===== src/sv/tacf_pkg.sv =====
// ---------------------------------------------------------------------------
// tacf_pkg - shared types and constants for the tilt angle filter
// Command/status structs between controller and datapath, CORDIC arctangent
// table and fixed-point constants.
// ---------------------------------------------------------------------------
`default_nettype none

package tacf_pkg;

   // angles in 1/256 degree saturate here (180 degrees)
   localparam int ANG_MAX    = 46080;
   // arctangent table length, and index width into it
   localparam int ATAN_LEN   = 24;
   localparam int IDX_W      = 5;
   // channel and register port widths
   localparam int IN_W       = 64;
   localparam int OUT_W      = 40;
   localparam int CSR_ADDR_W = 2;
   localparam int CSR_DATA_W = 17;

   // register indexes
   typedef enum logic [CSR_ADDR_W-1:0] {
      CSR_GYRO_OFS  = 2'd0,
      CSR_ACCEL_OFS = 2'd1,
      CSR_TIP_LIMIT = 2'd2
   } tacf_csr_type;

   // datapath phase after the CORDIC loop
   typedef enum logic [2:0] {
      PH_NONE,
      PH_CAL,
      PH_NUM,
      PH_WGT,
      PH_LP,
      PH_BLEND,
      PH_FUSE,
      PH_EMIT
   } tacf_phase_type;

   typedef struct packed {
      logic                 load;
      logic                 rot;
      logic [IDX_W-1:0]     rot_idx;
      tacf_phase_type       phase;
   } tacf_cmd_type;

   typedef struct packed {
      logic out_free;
   } tacf_sts_type;

   // atan(2^-i) in 1/65536 degree, rounded
   localparam logic signed [26:0] ATAN_Q16 [ATAN_LEN] = '{
      27'sd2949120, 27'sd1740967, 27'sd919879, 27'sd466945,
      27'sd234379,  27'sd117304,  27'sd58666,  27'sd29335,
      27'sd14668,   27'sd7334,    27'sd3667,   27'sd1833,
      27'sd917,     27'sd458,     27'sd229,    27'sd115,
      27'sd57,      27'sd29,      27'sd14,     27'sd7,
      27'sd4,       27'sd2,       27'sd1,      27'sd0
   };

   // 180 degrees in 1/65536 degree
   localparam logic signed [26:0] HALF_TURN_Q16 = 27'sd11796480;

   // blend weight in 2^-24: base and cap
   localparam logic [19:0] W_BASE = 20'd83886;
   localparam logic [19:0] W_MAX  = 20'd335544;

   // reciprocals: ceil(2^33/125) and ceil(2^23/10)
   localparam logic signed [27:0] RECIP_125 = 28'sd68719477;
   localparam logic signed [27:0] RECIP_10  = 28'sd838861;

   // low-pass numerator bias keeps it positive: 10*46081 plus rounding 5
   localparam logic signed [23:0] LP_NUM_BIAS = 24'sd460815;
   localparam logic signed [23:0] LP_Q_BIAS   = 24'sd46081;

endpackage

`default_nettype wire


===== src/sv/tacf_ctrl.sv =====
// ---------------------------------------------------------------------------
// tacf_ctrl - sequencer for the tilt angle filter
// Accepts a word, runs the CORDIC iterations, then steps the datapath
// through calibration, gyro integration, blend weight, low-pass, blend and result load.
// ---------------------------------------------------------------------------
`default_nettype none

module tacf_ctrl #(
   parameter int CORDIC_STEPS = 16
) (
   input  wire logic                  clock,
   input  wire logic                  reset,
   input  wire logic                  req_tvalid,
   output logic                       req_tready,
   input  wire tacf_pkg::tacf_sts_type sts,
   output tacf_pkg::tacf_cmd_type     cmd
);
   import tacf_pkg::*;

   localparam int ROT_N = (CORDIC_STEPS < ATAN_LEN) ? CORDIC_STEPS : ATAN_LEN;
   localparam logic [IDX_W-1:0] ROT_LAST = IDX_W'(ROT_N - 1);

   typedef enum logic [3:0] {
      ST_IDLE,
      ST_ROT,
      ST_CAL,
      ST_NUM,
      ST_WGT,
      ST_LP,
      ST_BLEND,
      ST_FUSE,
      ST_OUT
   } state_type;

   state_type        state_ff;
   logic [IDX_W-1:0] cnt_ff;

   // state and iteration counter
   always_ff @(posedge clock) begin
      if (reset) begin
         state_ff <= ST_IDLE;
         cnt_ff   <= '0;
      end else begin
         unique case (state_ff)
            ST_IDLE: begin
               cnt_ff <= '0;
               if (req_tvalid) state_ff <= ST_ROT;
            end
            ST_ROT: begin
               cnt_ff <= cnt_ff + 1'b1;
               if (cnt_ff == ROT_LAST) state_ff <= ST_CAL;
            end
            ST_CAL:   state_ff <= ST_NUM;
            ST_NUM:   state_ff <= ST_WGT;
            ST_WGT:   state_ff <= ST_LP;
            ST_LP:    state_ff <= ST_BLEND;
            ST_BLEND: state_ff <= ST_FUSE;
            ST_FUSE:  state_ff <= ST_OUT;
            ST_OUT: begin
               if (sts.out_free) state_ff <= ST_IDLE;
            end
            default:  state_ff <= ST_IDLE;
         endcase
      end
   end

   // no word taken while in reset
   assign req_tready = (state_ff == ST_IDLE) && !reset;

   // command decode
   always_comb begin
      cmd.load    = req_tvalid && (state_ff == ST_IDLE) && !reset;
      cmd.rot     = (state_ff == ST_ROT);
      cmd.rot_idx = cnt_ff;
      unique case (state_ff)
         ST_CAL:   cmd.phase = PH_CAL;
         ST_NUM:   cmd.phase = PH_NUM;
         ST_WGT:   cmd.phase = PH_WGT;
         ST_LP:    cmd.phase = PH_LP;
         ST_BLEND: cmd.phase = PH_BLEND;
         ST_FUSE:  cmd.phase = PH_FUSE;
         ST_OUT:   cmd.phase = sts.out_free ? PH_EMIT : PH_NONE;
         default:  cmd.phase = PH_NONE;
      endcase
   end

   // result only loaded into a free output register
   a_emit_free: assert property (@(posedge clock) disable iff (reset)
      (cmd.phase == PH_EMIT) |-> sts.out_free)
      else $error("result loaded while output register busy");

   // loop exits after the last iteration
   a_rot_exit: assert property (@(posedge clock) disable iff (reset)
      (state_ff == ST_ROT && cnt_ff == ROT_LAST) |=> (state_ff == ST_CAL))
      else $error("CORDIC loop did not exit on last step");

   // an accepted word starts the loop at step zero
   a_load_start: assert property (@(posedge clock) disable iff (reset)
      cmd.load |=> (state_ff == ST_ROT && cnt_ff == '0))
      else $error("CORDIC loop not started from step zero");

endmodule

`default_nettype wire


===== config.mk =====
export PLATFORM = sky130hd
export DESIGN_NAME = tacf_ctrl
export DESIGN_NICKNAME = d
export VERILOG_FILES = /design/src/sv/tacf_pkg.sv /design/src/sv/tacf_ctrl.sv
export SDC_FILE = /design/constraint.sdc
export NUM_CORES = 1
export LEC_CHECK = 0
export BUFFER_PORTS_ARGS = -buffer_cell sky130_fd_sc_hd__buf_4
export CORE_AREA = 10 10 47 49
export DETAILED_ROUTE_END_ITERATION = 12
export DIE_AREA = 0 0 57 59
export GPL_ROUTABILITY_DRIVEN = 0
export HOLD_SLACK_MARGIN = 0.02
export PLACE_DENSITY = 0.76
export SLEW_MARGIN = 10
export SYNTH_ARGS = -nofsm -noshare
export SYNTH_HDL_FRONTEND = slang
export SYNTH_SLANG_ARGS = --single-unit

===== constraint.sdc =====
create_clock -name clock -period 2.4 [get_ports clock]
set_input_delay 0.48 -clock clock [delete_from_list [all_inputs] [get_ports clock]]
set_output_delay 0.48 -clock clock [all_outputs]
set_load 0.01 [all_outputs]

== Yosys cells after proc, flatten, opt, wreduce, memory -nomap -nowiden ==
Index checks and enable logic that the tools add are counted.
Storage, ports and cells
  register bits: 9
  input port bits: 4
  output and inout port bits: 11
  word-level logic and storage cells: 29
Cells by class
  $add $sub $neg: 1
  equality and inequality tests: 12
  mux-type cells: 7
  reductions and logical operators: 7
Operators with widths (count)
  4-bit one-hot mux with 9 select lines: 1
  3-bit one-hot mux with 7 select lines: 1
  4-bit by 3-bit == test with 1-bit output (second input constant): 4
  4-bit 2-to-1 mux: 3
  5-bit one-hot mux with 2 select lines: 1
  4-bit by 2-bit == test with 1-bit output (second input constant): 2
  5-bit by 1-bit adder with 5-bit output (second input constant): 1
  5-bit by 4-bit == test with 1-bit output (second input constant): 1
  4-bit by 1-bit == test with 1-bit output (second input constant): 1
  4-bit == test (second input constant): 1
  4-bit logical NOT: 1
  2-bit != test (second input constant): 2
  1-bit logical AND: 3
  3-bit 2-to-1 mux: 1
  3-bit AND reduction: 1
  2-bit by 1-bit != test with 1-bit output (second input constant): 1
  2-bit nonzero test: 1
  1-bit logical NOT: 1

== Longest topological paths before layout ==
Gate-level depths: netlist of run 1.
  word-level depth: 3
  gate-level depth with buffers: 6
  depth with buffers taken out: 6

== Least setup slack after synthesis of run 1 ==
No wires, ideal clock.
  path kind: input to output
  start: in reset
  end: out cmd[9] (netlist bit)
  arrival: 1415 ps
  slack: 505 ps
  cell stages on the path: 3
  cells stage by stage: buf_1 -> nor4b_1 -> and2_1
RTL lines
  from (decl): RTL line tacf_ctrl.sv:12  | input wire logic reset,
  to (decl): RTL line tacf_ctrl.sv:16  | output tacf_pkg::tacf_cmd_type cmd

==> qor.yml, run 1 <==
p_leak_nw: 0.249
cp.arrival_ns: 1.56
max_freq_mhz: 490
worstPathRequired_ns: 1.92
layout_commonest_cell: "buf_4"
slew_headroom_pct: 75.8
hold_path_class: "input pin to register"
path_class: "register to output pin"
report.final.hold_viol_count: 0
hp-start: "reset"
ant_nets: 0
fp.dieH_um: 59
worst_pin_slew_ns: 0.362
routed_wl_um: 1210
grt_max_degree: 13
synth_area_leaders: "dfxtp_1, nand2_1, ha_1"
holdWs_ns: 0.467
initial_utilization_pct: 38.0
root_buffer: "clkbuf_4"
port_buffers: 14
dieWidth_um: 57
crit_fanout: 11
cts_made_buffers: 3
period_minus_slack_ns: 2.04
async_reset_ff_share_pct: 0
final_util_pct: 46.6
layout_common_cells: "buf_4, dfxtp_1, nand2_1"
antennaDiodeCount: 0
crit_chain: "nor2_1 > nor4b_1 > and2_1 > buf_4"
rr_worst_depth: 3
drive_gt1_share_pct: 23.8
syn_area_per_cell_um2: 7.84
overflow: 0
start_kind: "register"
synth_edf_count: 0
num_rows: 14
maxCapViolations: 0
hold_path_end: "state_ff[1]$_SDFFE_PP0P_"
rsz0062_at_grt: "false"
post_cts_resized: 0
grt_pass1_wl_um: 2040
finalCritPeriodShare_pct: 85.0
first_pass_iters: 4
p_total_uw: 306
place_inst: 92
postCtsHoldBufs: 0
grt_pass1_vias: 471
crit_path_end_kind: "output pin"
regToRegStartpoint: "state_ff[2]$_SDFFE_PP0P_"
slew_viol_final: 0
ys_types: 30
setup_viol: 0
drt-vias-per-instance: 5.40
coreArea_um2: 1400
ir_worst_vdd_mv: 0.280
synth_top_cell_area_share_pct: 33.8
cts_tree: "done"
ys_ff_latch: 9
synth_cells: 68
syn_to_final_growth_pct: 22.5
path_clk_slew_ns: 0.06
ioPinCount: 15
syn-num-nets: 74
rrSetupSlack_ns: 0.71
synthFlopType: "dfxtp_1"
clockBufferDepth: 2
final_cell_count_no_fill: 96
dp_hpwl_um: 894
syn_area_um2: 533
drt_iter0_drc: 14
outcome: "finished clean"
fin_tns_setup_ns: 0
slowest_delay_ns: 0.40
routedWlPerCell_um: 12.6
synth_warnings: 0
grt_antenna_before_repair: 0
fillers: 148
slowest_stage: "dfxtp_1"
finClkSkew_ns: 0.00674
yosys.area.top_type: "dfxtp_1"
postCtsSetupBuffers: 0
cts.sinks: 9
powerDensity_nw_per_um2: 469
ys_seq_area_share_pct: 33.8
cts_max_level: 1
drc_errors: 0
vias: 518
grt_use_total_pct: 7.23
clk-insertion-delay-late_ns: 0.26
min_path_cells: 2
dieArea_um2: 3360
worstReg2RegEnd: "cnt_ff[3]$_SDFFE_PP0P_"
layout.nets: 87
## Yosys cell counts (all sizes together), types with 2 or more instances
cell	instances
nand2b	2
a31oi	2
nand4b	2
nor2	5
nand3	3
or3	4
inv	2
a21oi	3
o21ai	3
nor3	4
dfxtp	9
ha	2
nand2	8
clkbuf	3
buf	3
## where the power goes
group | internal (mW) | leakage [nW] | switching [mW] | total (mW)
clock network | 0.0639 | 0.0150 | 0.0520 | 0.116
logic | 0.0163 | 0.161 | 0.0161 | 0.0325
registers | 0.152 | 0.0729 | 0.00548 | 0.158
total | 0.232 | 0.249 | 0.0736 | 0.306
## worst max-delay path by stage
stage                         to  cells after the start                      from
after floorplan           cmd[9]                      3                     reset
after global placement    cmd[9]                      4                     reset
after detailed placement  cmd[9]                      4  state_ff[0]$_SDFFE_PP0P_
after CTS                 cmd[9]                      4  state_ff[0]$_SDFFE_PP0P_
after global routing      cmd[9]                      4  state_ff[0]$_SDFFE_PP0P_
final                     cmd[9]                      4  state_ff[0]$_SDFFE_PP0P_
## final cells by class
type                            instances  area, um^2  share of cell area, %
Multi-Input combinational cell         51         314                   48.1
Sequential cell                         9         180                   27.6
Timing Repair Buffer                   14         105                   16.1
Clock buffer                            4        26.3                   4.02
Tap cell                               16        20.0                   3.07
Inverter                                2        7.51                   1.15
## worst max-delay path, delay by kind of cell (launching register included)
family / cells / cell delay (ns)
simple gates: 3 / 0.79
buf+inv: 1 / 0.11
flops: 1 / 0.40
## registers in the layout, indices dropped and copies added (netlist names)
register  flops
cnt_ff        5
state_ff      4
## routing by layer
metal	track usage (%)	wire, um
met5	0	0
met4	4.03	10
met3	3.43	90
met2	11.5	535
met1	7.77	569
## cells by family (layout without fill, tap and decap cells)
family	after synthesis	count (layout)	share of synthesized area [%]
simple gates	35	35	36.2
buf+inv	8	20	7.28
flops	9	9	33.8
compound gates	12	12	14.3
mux	1	1	2.11
fa+ha+maj	2	2	4.69
xor+xnor	1	1	1.64
## stage by stage
step,instance area [um^2],setup WS [ns]
6_report,653,0.360
5_1_grt,653,0.174
4_1_cts,653,0.349
3_5_place_dp,627,0.647
3_3_place_gp,627,0.696
2_1_floorplan,533,0.505
(Power assumes the default switching activity.)
==> run 2: changes to the inputs <==
--- a/config.mk
+++ b/config.mk
@@ -11,7 +11,7 @@
 export DIE_AREA = 0 0 57 59
 export GPL_ROUTABILITY_DRIVEN = 0
 export HOLD_SLACK_MARGIN = 0.02
-export PLACE_DENSITY = 0.76
+export PLACE_DENSITY = 0.78
 export SLEW_MARGIN = 10
 export SYNTH_ARGS = -nofsm -noshare
 export SYNTH_HDL_FRONTEND = slang
==> constraint.sdc (replaced) <==
create_clock -name clock -period 1.75 [get_ports clock]
set_input_delay 0.35 -clock clock [delete_from_list [all_inputs] [get_ports clock]]
set_output_delay 0.35 -clock clock [all_outputs]
set_load 0.01 [all_outputs]
==> run 2 against run 1 <==
Setup slack got worse by 0.26 ns. Via count increased by 5.6%. Count of clock-buffer cells in the layout unchanged. Largest power group unchanged. Highest routed layer is now met3.
==> qor.yml, run 2 (synthesis results as in run 1) <==
report.final.hold_viol_count: 0  # unchanged
layout_commonest_cell: "buf_4"
crit_fanout: 9  # -2
period_minus_slack_ns: 1.65
use_met3_pct: 3.00  # -0.43 points
drt_iter0_drc: 11  # -3
worstPathRequired_ns: 1.40  # -0.52 ns
grt_pass1_wl_um: 2280  # +12%
drt-vias-per-instance: 5.47  # +1.4%
regToRegStartpoint: "cnt_ff[0]$_SDFFE_PP0P_"
final_util_pct: 51.2  # +4.6 points
maxCapViolations: 0  # unchanged
crit_path_end_kind: "output pin"
largest_reg_flops: 5  # unchanged
ir_worst_vdd_mv: 0.307  # +9.5%
coreArea_um2: 1400  # unchanged
finClkSkew_ns: 0.00345  # -0.00329 ns
dp_hpwl_um: 1010  # +13%
fin_tns_setup_ns: 0  # unchanged
routed_wl_um: 1320  # +9.4%
ioPinCount: 15  # unchanged
first_pass_iters: 2  # -2
place_inst: 96  # +4.3%
clockBufferDepth: 2  # unchanged
slew_viol_final: 0  # unchanged
p_leak_nw: 0.285  # +14%
cts_max_level: 1  # unchanged
worst_slack_ns: 0.0999  # -0.260 ns
busiest_layer: "met2"
hp-start: "reset"
crit_start: "state_ff[1]$_SDFFE_PP0P_"
hold_path_class: "input pin to register"
start_kind: "register"
drc_errors: 0  # unchanged
routedWlPerCell_um: 13.2  # +5.0%
dieWidth_um: 57  # unchanged
cts_tree: "done"
cp.arrival_ns: 1.30  # -0.26 ns
holdWs_ns: 0.357  # -0.110 ns
port_buffers: 14  # unchanged
grt_max_degree: 11  # -2
postCtsSetupBuffers: 0  # unchanged
vias: 547  # +5.6%
finalInstanceArea_um2: 718  # +10%
dieArea_um2: 3360  # unchanged
grt.met1_usage_pct: 9.12  # +1.4 points
top_register: "cnt_ff"
outcome: "finished clean"
num_rows: 14  # unchanged
slew_headroom_pct: 74.5  # -1.3 points
grt_pass1_vias: 555  # +18%
clk-insertion-delay-late_ns: 0.25  # about the same
grt_use_total_pct: 8.20  # +0.97 points
initial_utilization_pct: 38.0  # unchanged
max_freq_mhz: 606
setup_viol: 0  # unchanged
largestRegisters: "cnt_ff (5), state_ff (4)"
final_cell_count_no_fill: 100  # +4.2%
rsz0062_at_grt: "true"
antennaDiodeCount: 0  # unchanged
layout_common_cells: "buf_4, nand2_1, dfxtp_1"
postCtsHoldBufs: 0  # unchanged
path_class: "register to output pin"
dp_worst_setup_slack_ns: 0.140  # -0.507 ns
finalCritPeriodShare_pct: 94.3
worst_pin_slew_ns: 0.380  # +0.0177 ns
syn_to_final_growth_pct: 34.7
overflow: 0  # unchanged
powerDensity_nw_per_um2: 597  # +27%
use_met2_pct: 13.5  # +2.0 points
grt_antenna_before_repair: 0  # unchanged
ant_nets: 0  # unchanged
cts.sinks: 9  # unchanged
fp.dieH_um: 59  # unchanged
cts_made_buffers: 3  # unchanged
root_buffer: "clkbuf_4"
path_clk_slew_ns: 0.06  # about the same
layout.nets: 91  # +4.6%
p_total_uw: 429  # +40%
place_area_um2: 657  # +4.8%
drive_gt1_share_pct: 34.5  # +11 points
## run 2: final timing paths
kind,to,slack (ns),depth (start not counted)
max reg2reg,state_ff[0]$_SDFFE_PP0P_,0.17,6
min,state_ff[1]$_SDFFE_PP0P_,0.36,2
min reg2reg,cnt_ff[4]$_SDFFE_PP0P_,0.47,2
max,cmd[0],0.1,4
## run 2: worst max-delay path, stage by stage, from the launching register on
cell     delay [ns]
dfxtp_2        0.37
nor2_1         0.11
mux2_2         0.33
nor2_1         0.10
buf_4          0.13
## run 2: power breakdown
group / internal (mW) / switching (mW) / leakage [nW]
clock: 0.0876 / 0.0691 / 0.0150
combinational: 0.0299 / 0.0291 / 0.195
sequential: 0.209 / 0.00468 / 0.0745
total: 0.326 / 0.103 / 0.285
## run 2: final cells by class
class	count	area, um^2
fillers	148	683
multi-input cells	51	342
flip-flops and latches	9	184
repair buffers	18	139
clock buffers	4	26.3
well taps	16	20.0
inverters	2	7.51
## run 2: repair_timing
item | 4_1_cts | 5_1_grt
hold endpoints to repair | 0 | 0
resized for setup | 2 | 8
setup endpoints to repair | 2 | 5
## run 2: per-layer routing
metal	routed length, um	vias up	share of wire [%]
li1	-	276	-
met1	635	253	48
met2	584	18	44
met3	98	0	7.4
met4	0	0	0
met5	0	-	0
